### src/hdl/lfpr_pkg.sv
// Package for the length-framed packet receiver: phase and status codes,
// request kinds, register indexes and the bytewise CRC-16/MODBUS update.
// No dependencies.
`default_nettype none

package lfpr_pkg;

  typedef enum logic [2:0] {
    PH_IDLE = 3'd0,
    PH_CMD  = 3'd1,
    PH_DATA = 3'd2,
    PH_CRCH = 3'd3,
    PH_CRCL = 3'd4
  } phase_t;

  typedef enum logic [1:0] {
    ST_OK       = 2'd0,
    ST_CRC      = 2'd1,
    ST_TIMEOUT  = 2'd2,
    ST_OVERFLOW = 2'd3
  } status_t;

  // Request kind on the slave side
  localparam logic REQ_BYTE = 1'b0;
  localparam logic REQ_TICK = 1'b1;

  // Result kind on the master side
  localparam logic RES_PAYLOAD = 1'b0;
  localparam logic RES_END     = 1'b1;

  // Register indexes on the configuration port
  localparam logic CFG_PREAMBLE = 1'b0;
  localparam logic CFG_TIMEOUT  = 1'b1;

  localparam logic [15:0] CRC_INIT = 16'hFFFF;
  localparam logic [15:0] CRC_POLY = 16'hA001;

  localparam logic [7:0] PREAMBLE_RESET = 8'd170;
  localparam logic [15:0] TIMEOUT_RESET = 16'd1000;

  // CRC-16/MODBUS, reflected, one byte: eight shift-and-xor steps
  function automatic logic [15:0] crc16_update(input logic [15:0] crc,
                                               input logic [7:0] data);
    logic [15:0] c;
    c = crc ^ {8'h00, data};
    for (int b = 0; b < 8; b++) begin
      if (c[0]) begin
        c = (c >> 1) ^ CRC_POLY;
      end else begin
        c = c >> 1;
      end
    end
    return c;
  endfunction

endpackage

`default_nettype wire

### src/hdl/length_framed_packet_receiver_core.sv
// Top level of the length-framed packet receiver: frame state machine,
// CRC check, tick timeout and the result register. Depends on lfpr_pkg.
`default_nettype none

// Length-framed packet receiver. Each request on the slave side is either a
// received byte (tuser = 0) or one time tick with no byte (tuser = 1). While
// idle the block drops bytes equal to the preamble register; any other byte
// is the frame length L, followed by a command byte, max(1, L-2) payload
// bytes (L < 2: until overflow) and a CRC-16/MODBUS sent high byte first.
// The CRC covers length, command and the first L-2 payload bytes. Each
// payload byte leaves at once as a payload result (tuser = 0); the CRC low
// byte gives an end result (tuser = 1) with status OK or CRC mismatch. The
// payload byte that brings the count to MAX_DATA gives an overflow end
// result carrying that byte and its index instead. A tick that arrives once
// the tick count since the last byte has reached the timeout register gives
// a timeout end result in any phase, idle included. Every end result
// returns the frame state to reset. Rate: one request per clock cycle. The
// whole update (eight unrolled CRC steps, compares, next phase) sits
// between the state registers and a single result register; a new request
// is taken whenever that register is empty or being drained in the same
// cycle, so with the master side ready the block sustains one request per
// cycle. A register write takes effect at the next cycle; write the
// registers only while no frame or result is in flight.
module length_framed_packet_receiver_core #(
  parameter int MAX_DATA = 32  // payload bytes that trigger overflow, 2..253
) (
  input  wire logic        clk,
  input  wire logic        rst,
  // slave side
  input  wire logic        s_tvalid,
  output logic             s_tready,
  input  wire logic [7:0]  s_tdata,   // [7:0] rx_byte
  input  wire logic        s_tuser,   // [0] req_type
  // master side
  output logic             m_tvalid,
  input  wire logic        m_tready,
  output logic [39:0]      m_tdata,   // [7:0] payload_byte, [15:8] payload_index,
                                      // [23:16] frame_command, [31:24] frame_length,
                                      // [33:32] frame_status, [39:34] zero
  output logic             m_tuser,   // [0] result_kind
  // configuration
  input  wire logic        cfg_we,
  input  wire logic        cfg_index, // 0 preamble_value, 1 timeout_limit
  input  wire logic [15:0] cfg_data
);

  localparam logic [8:0] MAX_CNT = 9'(MAX_DATA);

  // configuration registers
  logic [7:0]  preamble_value;
  logic [15:0] timeout_limit;

  // frame state
  lfpr_pkg::phase_t phase, phase_next;
  logic [7:0]  length_held, length_held_next;
  logic [7:0]  command_held, command_held_next;
  logic [7:0]  payload_count, payload_count_next;
  logic [15:0] crc_running, crc_running_next;
  logic [7:0]  crc_high_held, crc_high_held_next;
  logic [15:0] idle_ticks, idle_ticks_next;

  // result register
  logic        out_valid;
  logic        out_kind, out_kind_next;
  logic [7:0]  out_byte, out_byte_next;
  logic [7:0]  out_index, out_index_next;
  logic [7:0]  out_cmd, out_cmd_next;
  logic [7:0]  out_len, out_len_next;
  lfpr_pkg::status_t out_status, out_status_next;
  logic        emit;

  logic        accept;
  logic        is_tick;
  logic        timed_out;
  logic [8:0]  cnt_ext;
  logic        overflow;
  logic        crc_covers;
  logic        last_payload;
  logic        crc_match;
  logic [15:0] crc_step;

  // Take a request whenever the result register is free or drains now
  assign s_tready = !out_valid || m_tready;
  assign accept   = s_tvalid && s_tready;
  assign is_tick  = (s_tuser == lfpr_pkg::REQ_TICK);

  assign timed_out    = (idle_ticks >= timeout_limit);
  assign cnt_ext      = {1'b0, payload_count} + 9'd1;
  assign overflow     = (cnt_ext >= MAX_CNT);
  // payload byte at index idx is covered while idx + 2 < L
  assign crc_covers   = ({1'b0, payload_count} + 9'd2) < {1'b0, length_held};
  // last payload byte once count + 2 reaches L (only for L of 2 or more)
  assign last_payload = (length_held >= 8'd2) &&
                        ((cnt_ext + 9'd2) >= {1'b0, length_held});
  assign crc_match    = ({crc_high_held, s_tdata} == crc_running);

  // Length byte seeds from init; later bytes extend the running value
  assign crc_step = lfpr_pkg::crc16_update(
                      (phase == lfpr_pkg::PH_CMD || phase == lfpr_pkg::PH_DATA) ?
                      crc_running : lfpr_pkg::CRC_INIT, s_tdata);

  // Next phase
  always_comb begin
    phase_next = phase;
    if (accept) begin
      if (is_tick) begin
        if (timed_out) begin
          phase_next = lfpr_pkg::PH_IDLE;
        end
      end else begin
        unique case (phase)
          lfpr_pkg::PH_CMD:  phase_next = lfpr_pkg::PH_DATA;
          lfpr_pkg::PH_DATA: begin
            if (overflow) begin
              phase_next = lfpr_pkg::PH_IDLE;
            end else if (last_payload) begin
              phase_next = lfpr_pkg::PH_CRCH;
            end
          end
          lfpr_pkg::PH_CRCH: phase_next = lfpr_pkg::PH_CRCL;
          lfpr_pkg::PH_CRCL: phase_next = lfpr_pkg::PH_IDLE;
          default: begin
            phase_next = (s_tdata != preamble_value) ? lfpr_pkg::PH_CMD :
                                                       lfpr_pkg::PH_IDLE;
          end
        endcase
      end
    end
  end

  // Datapath and result
  always_comb begin
    length_held_next   = length_held;
    command_held_next  = command_held;
    payload_count_next = payload_count;
    crc_running_next   = crc_running;
    crc_high_held_next = crc_high_held;
    idle_ticks_next    = idle_ticks;
    emit               = 1'b0;
    out_kind_next      = lfpr_pkg::RES_END;
    out_byte_next      = 8'd0;
    out_index_next     = 8'd0;
    out_cmd_next       = command_held;
    out_len_next       = length_held;
    out_status_next    = lfpr_pkg::ST_OK;

    if (accept) begin
      if (is_tick) begin
        if (timed_out) begin
          emit            = 1'b1;
          out_status_next = lfpr_pkg::ST_TIMEOUT;
        end else begin
          idle_ticks_next = idle_ticks + 16'd1;
        end
      end else begin
        idle_ticks_next = '0;
        unique case (phase)
          lfpr_pkg::PH_CMD: begin
            command_held_next = s_tdata;
            crc_running_next  = crc_step;
          end
          lfpr_pkg::PH_DATA: begin
            if (crc_covers) begin
              crc_running_next = crc_step;
            end
            emit           = 1'b1;
            out_byte_next  = s_tdata;
            out_index_next = payload_count;
            if (overflow) begin
              out_status_next = lfpr_pkg::ST_OVERFLOW;
            end else begin
              out_kind_next      = lfpr_pkg::RES_PAYLOAD;
              payload_count_next = cnt_ext[7:0];
            end
          end
          lfpr_pkg::PH_CRCH: crc_high_held_next = s_tdata;
          lfpr_pkg::PH_CRCL: begin
            emit            = 1'b1;
            out_status_next = crc_match ? lfpr_pkg::ST_OK : lfpr_pkg::ST_CRC;
          end
          default: begin
            if (s_tdata != preamble_value) begin
              length_held_next   = s_tdata;
              crc_running_next   = crc_step;
              payload_count_next = '0;
            end
          end
        endcase
      end

      // Any end result drops the frame back to its reset values
      if (emit && out_kind_next == lfpr_pkg::RES_END) begin
        length_held_next   = '0;
        command_held_next  = '0;
        payload_count_next = '0;
        crc_running_next   = lfpr_pkg::CRC_INIT;
        crc_high_held_next = '0;
        idle_ticks_next    = '0;
      end
    end
  end

  always_ff @(posedge clk) begin
    if (rst) begin
      preamble_value <= lfpr_pkg::PREAMBLE_RESET;
      timeout_limit  <= lfpr_pkg::TIMEOUT_RESET;
    end else if (cfg_we) begin
      unique case (cfg_index)
        lfpr_pkg::CFG_PREAMBLE: preamble_value <= cfg_data[7:0];
        lfpr_pkg::CFG_TIMEOUT:  timeout_limit  <= cfg_data;
        default:                ;
      endcase
    end
  end

  always_ff @(posedge clk) begin
    if (rst) begin
      phase         <= lfpr_pkg::PH_IDLE;
      length_held   <= '0;
      command_held  <= '0;
      payload_count <= '0;
      crc_running   <= lfpr_pkg::CRC_INIT;
      crc_high_held <= '0;
      idle_ticks    <= '0;
      out_valid     <= 1'b0;
    end else begin
      phase         <= phase_next;
      length_held   <= length_held_next;
      command_held  <= command_held_next;
      payload_count <= payload_count_next;
      crc_running   <= crc_running_next;
      crc_high_held <= crc_high_held_next;
      idle_ticks    <= idle_ticks_next;
      if (emit) begin
        out_valid <= 1'b1;
      end else if (m_tready) begin
        out_valid <= 1'b0;
      end
    end
  end

  // Result payload: load on a new result, hold otherwise
  always_ff @(posedge clk) begin
    if (emit) begin
      out_kind   <= out_kind_next;
      out_byte   <= out_byte_next;
      out_index  <= out_index_next;
      out_cmd    <= out_cmd_next;
      out_len    <= out_len_next;
      out_status <= out_status_next;
    end
  end

  assign m_tvalid = out_valid;
  assign m_tuser  = out_kind;
  assign m_tdata  = {6'd0, out_status, out_len, out_cmd, out_index, out_byte};

  // The payload count never reaches the overflow point inside a frame
  a_count_bound: assert property (@(posedge clk) disable iff (rst)
    {1'b0, payload_count} < MAX_CNT)
    else $error("payload count reached MAX_DATA");

  // An expired tick must produce a timeout end result next cycle
  a_timeout_result: assert property (@(posedge clk) disable iff (rst)
    accept && is_tick && timed_out |=>
      m_tvalid && m_tuser == lfpr_pkg::RES_END &&
      m_tdata[33:32] == lfpr_pkg::ST_TIMEOUT)
    else $error("expired tick gave no timeout result");

  // An end result leaves the frame state cleared
  a_end_clears: assert property (@(posedge clk) disable iff (rst)
    emit && out_kind_next == lfpr_pkg::RES_END |=>
      phase == lfpr_pkg::PH_IDLE && crc_running == lfpr_pkg::CRC_INIT &&
      payload_count == 8'd0 && idle_ticks == 16'd0)
    else $error("frame state not cleared after end result");

  // A result is only produced when the result register can take it
  a_no_overwrite: assert property (@(posedge clk) disable iff (rst)
    emit |-> !out_valid || m_tready)
    else $error("result register overwritten while stalled");

endmodule

`default_nettype wire
### config.mk
export PLATFORM = sky130hd
export DESIGN_NAME = length_framed_packet_receiver_core
export DESIGN_NICKNAME = d
export VERILOG_FILES = /design/src/hdl/lfpr_pkg.sv /design/src/hdl/length_framed_packet_receiver_core.sv
export SDC_FILE = /design/constraint.sdc
export NUM_CORES = 1
export LEC_CHECK = 0
export ABC_AREA = 0
export BUFFER_PORTS_ARGS = -buffer_cell sky130_fd_sc_hd__buf_2
export CORE_MARGIN = 8
export CORE_UTILIZATION = 59
export DETAILED_ROUTE_END_ITERATION = 8
export PLACE_DENSITY = 0.77
export SETUP_SLACK_MARGIN = 0.3
export SYNTH_ARGS = -nofsm -noshare
export SYNTH_HDL_FRONTEND = slang
export SYNTH_SLANG_ARGS = --single-unit
### constraint.sdc
create_clock -name clk -period 3.4 [get_ports clk]
set_input_delay 0.85 -clock clk [delete_from_list [all_inputs] [get_ports clk]]
set_output_delay 0.85 -clock clk [all_outputs]
set_load 0.05 [all_outputs]
Word level (Yosys, flattened, before mapping)
Index checks and enable logic that the tools add are counted.
{ "classes": {"n_addsub": 4, "magnitude_cmp": 5, "eq_ne": 15, "n_mux": 54, "bitwise": 12, "n_reduce_logical": 26} }
{ "ops": {"columns": ["operator", "count"], "rows": [
  ["16-bit two-way mux", 16],
  ["8-bit two-way mux", 14],
  ["16-bit one-hot mux with 3 select lines", 1],
  ["2-bit NOT with 3-bit output", 8],
  ["16-bit by 1-bit adder with 16-bit output, second input constant", 1],
  ["16-bit == test", 1],
  ["16-bit >= comparator", 1],
  ["8-bit one-hot mux with 2 select lines", 1],
  ["16-bit by 8-bit XOR with 16-bit output", 1],
  ["1-bit two-way mux", 13],
  ["3-bit two-way mux", 4],
  ["3-bit one-hot mux with 4 select lines", 1],
  ["2-bit by 1-bit inequality test with 1-bit output, second input constant", 5],
  ["5-bit AND reduction", 2],
  ["8-bit by 1-bit adder with 9-bit output, second input constant", 1],
  ["8-bit by 2-bit adder with 9-bit output, second input constant", 1],
  ["9-bit by 2-bit adder with 9-bit output, second input constant", 1],
  ["9-bit by 6-bit >= comparator with 1-bit output, second input constant", 1],
  ["9-bit by 8-bit >= comparator with 1-bit output", 1],
  ["9-bit by 8-bit < comparator with 1-bit output", 1],
  ["3-bit by 2-bit inequality test with 1-bit output, second input constant", 3],
  ["3-bit AND reduction", 3],
  ["8-bit by 2-bit >= comparator with 1-bit output, second input constant", 1],
  ["8-bit inequality test", 1],
  ["other kinds (18)", 33]
]} }
{ "totals": {"register_bits": 127, "in_bits": 31, "out_inout_bits": 43, "wordCells": 132} }

Depth between registers and ports, before layout
{ "logic_depth": {"depth_word": 24, "depth_mapped": 15, "ltp_nobuf": 15} }

Worst setup path before layout
No wires, ideal clock.
{ "synth_path": {"kind": "input to register", "from": "input port m_tready", "to": "register out_kind (netlist: m_tuser), enable pin", "setup_time_ps": 390, "arrival_time_ps": 3091, "required_time_ps": 3010, "slack_ps": -80, "cell_stages": 8, "path_buffers": 2, "cell_sequence": "nand2b_1 and2_1 clkbuf_1 and2_1 a22o_1 buf_2 o21ai_0 inv_1"} }
{ "synth_between": {"elab_chain_len": 3} }
{ "synth_lines": {"columns": ["element", "line", "source"], "rows": [
  ["start, declared", "length_framed_packet_receiver_core.sv:36", "input wire logic m_tready,"],
  ["1-bit logical OR", "length_framed_packet_receiver_core.sv:83", "assign s_tready = !out_valid || m_tready;"],
  ["1-bit logical AND", "length_framed_packet_receiver_core.sv:84", "assign accept = s_tvalid && s_tready;"],
  ["1-bit two-way mux", "length_framed_packet_receiver_core.sv:147", "if (accept) begin"],
  ["named net emit", "length_framed_packet_receiver_core.sv:70", "logic emit;"],
  ["end signal, assigned", "length_framed_packet_receiver_core.sv:245", "out_kind <= out_kind_next;"],
  ["end, declared", "length_framed_packet_receiver_core.sv:64", "logic out_kind, out_kind_next;"]
]} }
The timed path passes the listed nets, and every way through them passes these cells.
A chain may end at the register's enable or synchronous reset.

Worst setup path after layout
{ "layout_path": {"from": "register payload_count[1]", "to": "register phase[0]"} }
{ "layout_between": {"elab_chain_len": 6, "word_cells_on_any_way": 10, "classes_between": "2 x add/sub; 2 x order compare; 1 x eq/ne; 3 x mux; 2 x reduce/logical"} }
{ "layout_lines": {"columns": ["element", "line", "source"], "rows": [
  ["start, declared", "length_framed_packet_receiver_core.sv:57", "logic [7:0] payload_count, payload_count_next;"],
  ["start signal, assigned", "length_framed_packet_receiver_core.sv:230", "payload_count <= payload_count_next;"],
  ["8-bit by 1-bit adder with 9-bit output *", "length_framed_packet_receiver_core.sv:88", "assign cnt_ext = {1'b0, payload_count} + 9'd1;"],
  ["9-bit by 2-bit adder with 9-bit output", "length_framed_packet_receiver_core.sv:94", "((cnt_ext + 9'd2) >= {1'b0, length_held});"],
  ["9-bit by 8-bit >= comparator with 1-bit output", "length_framed_packet_receiver_core.sv:94", null],
  ["1-bit logical AND", "length_framed_packet_receiver_core.sv:93", "assign last_payload = (length_held >= 8'd2) &&"],
  ["4-bit inequality test (no source line)", null, null],
  ["3-bit AND reduction (no source line)", null, null],
  ["end signal, assigned", "length_framed_packet_receiver_core.sv:218", "phase <= lfpr_pkg::PH_IDLE;"],
  ["end signal, assigned", "length_framed_packet_receiver_core.sv:227", "phase <= phase_next;"],
  ["end, declared", "length_framed_packet_receiver_core.sv:54", "lfpr_pkg::phase_t phase, phase_next;"]
]} }
Mark *: on every way between the ends. The rest lies on a longest branch, timed or not.

==> Implementation_results.wiki <==
{| class="wikitable"
! Metric !! Value
|-
| Number of routed nets with antenna violations || 0
|-
| Sw Ratio || 26.42%
|-
| Transition time of the tightest slew-check pin || 965.8 ps
|-
| Aggregate routed wire length || 16,170 um
|-
| Diodes inserted || 0
|-
| Cell area reported after detailed placement || 7126 um2
|-
| Detailed-router iteration count before antenna repair || 5
|-
| Sequential share of power || 42.2%
|-
| Endpoints failing hold || 0
|-
| Endpoint class of the critical path || register
|-
| Worst Path Arrival || 3310 ps
|-
| Final Worst Setup Slack || 391.2 ps
|-
| Clock tree root driver cell || sky130_fd_sc_hd__clkbuf_16
|-
| DRC violation count after routing || 0
|-
| Drt first-iter violations || 512
|-
| Area added between synthesis and finish || 17.50%
|-
| Count of warnings emitted by yosys || 0
|-
| Cell type with the largest total area after synthesis || sky130_fd_sc_hd__dfxtp_1
|-
| Setup slack on the worst flop-to-flop path || 390 ps
|-
| Req. time, crit path || 3700 ps
|-
| Hold Slack || 429.2 ps
|-
| Core Region || 11,270 um2
|-
| Average cell area after synthesis || 9.501 um2
|-
| H-tree depth || 4
|-
| Die Span Y || 122.6 um
|-
| Power per standard cell area || 489.9 nW/um2
|-
| Netlist cell types || 67
|-
| Highest ir drop seen on vdd || 0.3620 mV
|-
| Netlist Area Pre-Place || 6708 um2
|-
| Initial antenna violation count || 0
|-
| # IOs || 74
|-
| Finished Cell Area || 7881 um2
|-
| Total Power Consumption || 3.861 mW
|-
| Most used flip-flop cell after synthesis || sky130_fd_sc_hd__dfxtp_1
|-
| DR WL/cell || 17.37 um
|-
| Final non-filler cell total || 931
|-
| Status || finished, final reports clean
|-
| Final setup vio count || 0
|-
| Count of standard-cell rows || 39
|-
| CTS tree || done
|-
| Count of final max-slew check failures || 0
|-
| Die Outline Area || 15,040 um2
|-
| Peak Freq || 332.4 MHz
|-
| Leak pwr || 3.149 nW
|-
| Pin count of the biggest net entering global routing || 36
|-
| Post-Route Utilization || 69.92%
|-
| Share of layout cells above drive strength 1 || 21.19%
|-
| Final sum of negative setup slack || 0 ps
|-
| Hold Crit Endpoint || out_cmd[2]
|-
| Critical Path Source Type || register
|-
| Via count of the first global-routing pass || 5,354
|-
| Clock-pin slew on the worst setup and hold paths || 60 ps
|-
| Wire length of the first global-routing pass || 25,950 um
|-
| Worst clock skew || 6.647 ps
|-
| Initial Utilization || 59.51%
|-
| Hold Startpoint || command_held[2]
|-
| Worst slew margin || 35.48%
|-
| Worst r2r src || payload_count[1]
|-
| Sinks on the clock net || 127
|-
| Worst reg-to-reg path cell count || 15
|-
| Startpoint-to-endpoint class of the critical path || register to register
|-
| Buffer depth of the longest clock path || 2
|-
| Fraction of the yosys area taken by sequential cells || 43.13%
|-
| Total overflow reported by the global router || 0
|-
| Part of the power in combinational logic || 11.1%
|-
| Place WS || 144.8 ps
|-
| Path category of the worst min-delay check || register to register
|-
| Number of placed instances, taps included || 892
|-
| Async S/R FF share, synth || 0%
|-
| Final worst-path cycle share || 88.49%
|-
| Hold depth || 0
|-
| Register bit count reported by yosys || 127
|-
| Net count reported at finish || 843
|-
| Fraction of synthesized cell area taken by the top area cell type || 27.46%
|-
| Design internal power || 2.841 mW
|-
| Number of vias in the routed layout || 5,366
|-
| Net Sw Power || 1.020 mW
|-
| Count of maximum capacitance violations || 0
|-
| Setup repair after global routing missed its margin || yes
|-
| Biggest area contributors in the synthesized netlist || sky130_fd_sc_hd__dfxtp_1 27%, sky130_fd_sc_hd__edfxtp_1 16%, sky130_fd_sc_hd__xnor2_1 8.0%
|-
| Relative contribution of the clock network to total power || 46.6%
|-
| Destination of the worst register-to-register timing path || phase[0]
|-
| Vias per Instance || 5.764
|-
| Minimum clock period after layout || 3009 ps
|-
| Maximum fanout encountered on the critical timing path || 5
|-
| Number of flops mapped to enable cells by yosys || 35
|-
| Number of cells produced by synthesis || 706
|-
| Port Buf Inserts || 67
|-
| Overall fraction of global-route tracks in use || 21.70%
|-
| Insertion delay of the later-clocked pin in the worst-skew pair || 420 ps
|-
| Inserted Clock Buffers || 17
|-
| Detailed-placement wirelength estimate || 11,240 um
|-
| Die boundary width || 122.6 um
|-
| Routability congestion estimate from global placement || 0.9403
|}
[logic make-up after synthesis]
| logic type | after synthesis | share of synthesized area (%) |
|---|---|---|
| mux | 5 | 0.7462 |
| fa+ha+maj | 37 | 6.864 |
| compound gates | 118 | 12.27 |
| other cells | 1 | 0.05591 |
| flops | 127 | 43.13 |
| buf+inv | 80 | 6.118 |
| xor+xnor | 84 | 11.30 |
| simple gates | 254 | 19.51 |
[power by group through the flow]
stage          clock [mW]  combinational (mW)  sequential (mW)
3_5_place_dp            0               0.411             1.66
2_1_floorplan           0               0.283             1.70
5_1_grt              1.87               0.463             1.63
3_3_place_gp            0               0.401             1.66
6_report             1.80               0.430             1.63
4_1_cts              1.81               0.418             1.63
[what timing repair did]
action                                  4_1_cts  5_1_grt
pin swaps                                     1        9
cloned                                        0        0
gates resized for setup                       9       18
hold buffers                                  0        0
hold endpoints to repair                      0        0
buffers inserted                              0        8
endpoints found under the setup margin        8       15
[how the worst max path moves through the flow]
stage	startpoint	endpoint	slack (ps)	cells past startpoint
floorplan	m_tready	m_tuser	320	8
global placement	payload_count[2]	phase[1]	250	13
detailed placement	payload_count[2]	phase[1]	140	15
CTS	payload_count[0]	phase[1]	280	15
global route	payload_count[1]	phase[1]	190	15
finish	payload_count[1]	phase[0]	390	15
[sequential cells by signal (all words and copies together), names as in the netlist, 3 cells and up]
| register | flops |
|---|---|
| crc_running | 16 |
| idle_ticks | 16 |
| timeout_limit | 16 |
| command_held | 8 |
| crc_high_held | 8 |
| length_held | 8 |
| out_byte | 8 |
| out_cmd | 8 |
| out_index | 8 |
| out_len | 8 |
| payload_count | 8 |
| preamble_value | 8 |
| phase | 3 |
[critical path: stages, from the launching register on]
cell                        delay (ps)
sky130_fd_sc_hd__dfxtp_4           400
sky130_fd_sc_hd__ha_4              180
sky130_fd_sc_hd__xor2_2            170
sky130_fd_sc_hd__ha_2              220
sky130_fd_sc_hd__and3_4            180
sky130_fd_sc_hd__maj3_2            170
sky130_fd_sc_hd__nand2_1            60
sky130_fd_sc_hd__xnor2_1           200
sky130_fd_sc_hd__ha_2              300
sky130_fd_sc_hd__o21a_1            110
sky130_fd_sc_hd__nor2_2            120
sky130_fd_sc_hd__a41oi_2            60
sky130_fd_sc_hd__a2111oi_2         320
sky130_fd_sc_hd__o21ai_1           140
sky130_fd_sc_hd__a31oi_1           180
sky130_fd_sc_hd__nor2_1             60
[routing by layer]
metal | vias to the layer above | GRT usage, % | wire, um
li1 | 2576 | - | -
met1 | 2549 | 26.40 | 6715
met2 | 204 | 36.01 | 7968
met3 | 37 | 5.060 | 1116
met4 | 0 | 9.825 | 371
met5 | - | 0 | 0
[cell usage after synthesis (all sizes together) (2+ instances only)]
library cell,n
inv,33
o2111ai,2
nand2b,18
or3,2
edfxtp,35
or4,2
dfxtp,92
a21oi,26
a2111oi,3
ha,36
nand3b,7
clkbuf,17
nor4,8
xnor2,64
nor2b,8
nor3,8
o211ai,2
mux2i,5
o22ai,14
buf,30
xor2,20
o21ai,14
nand3,15
and2,21
nand2,56
a21o,4
and4,4
o21a,5
nand4,10
a22oi,26
a211oi,7
nor2,80
nor4b,2
a211o,5
and3,7
or2,4
[layout by cell type, fill, tap and decap left out, drive strengths merged, types with 5 or more instances in the layout]
| master | netlist | layout |
|---|---|---|
| a211o | 5 | 5 |
| a211oi | 7 | 7 |
| a21oi | 26 | 26 |
| a22oi | 26 | 26 |
| and2 | 21 | 21 |
| and3 | 7 | 7 |
| buf | 30 | 93 |
| clkbuf | 17 | 17 |
| conb | 1 | 6 |
| dfxtp | 92 | 92 |
| edfxtp | 35 | 35 |
| ha | 36 | 36 |
| inv | 33 | 38 |
| mux2i | 5 | 5 |
| nand2 | 56 | 56 |
| nand2b | 18 | 18 |
| nand3 | 15 | 15 |
| nand3b | 7 | 7 |
| nand4 | 10 | 10 |
| nor2 | 80 | 80 |
| nor2b | 8 | 8 |
| nor3 | 8 | 8 |
| nor4 | 8 | 8 |
| o21a | 5 | 5 |
| o21ai | 14 | 14 |
| o22ai | 14 | 14 |
| xnor2 | 64 | 64 |
| xor2 | 20 | 20 |
[layout make-up]
| cell class | count | area [um2] |
|---|---|---|
| clock inverter | 14 | 157.7 |
| multi-input combinational | 504 | 3532 |
| sequential | 127 | 2904 |
| clock buffer | 17 | 425.4 |
| tap | 143 | 178.9 |
| timing repair buffer | 93 | 555.5 |
| fill | 843 | 3391 |
| inverter | 33 | 127.6 |
No activity file was read; power rests on OpenSTA's default activity.
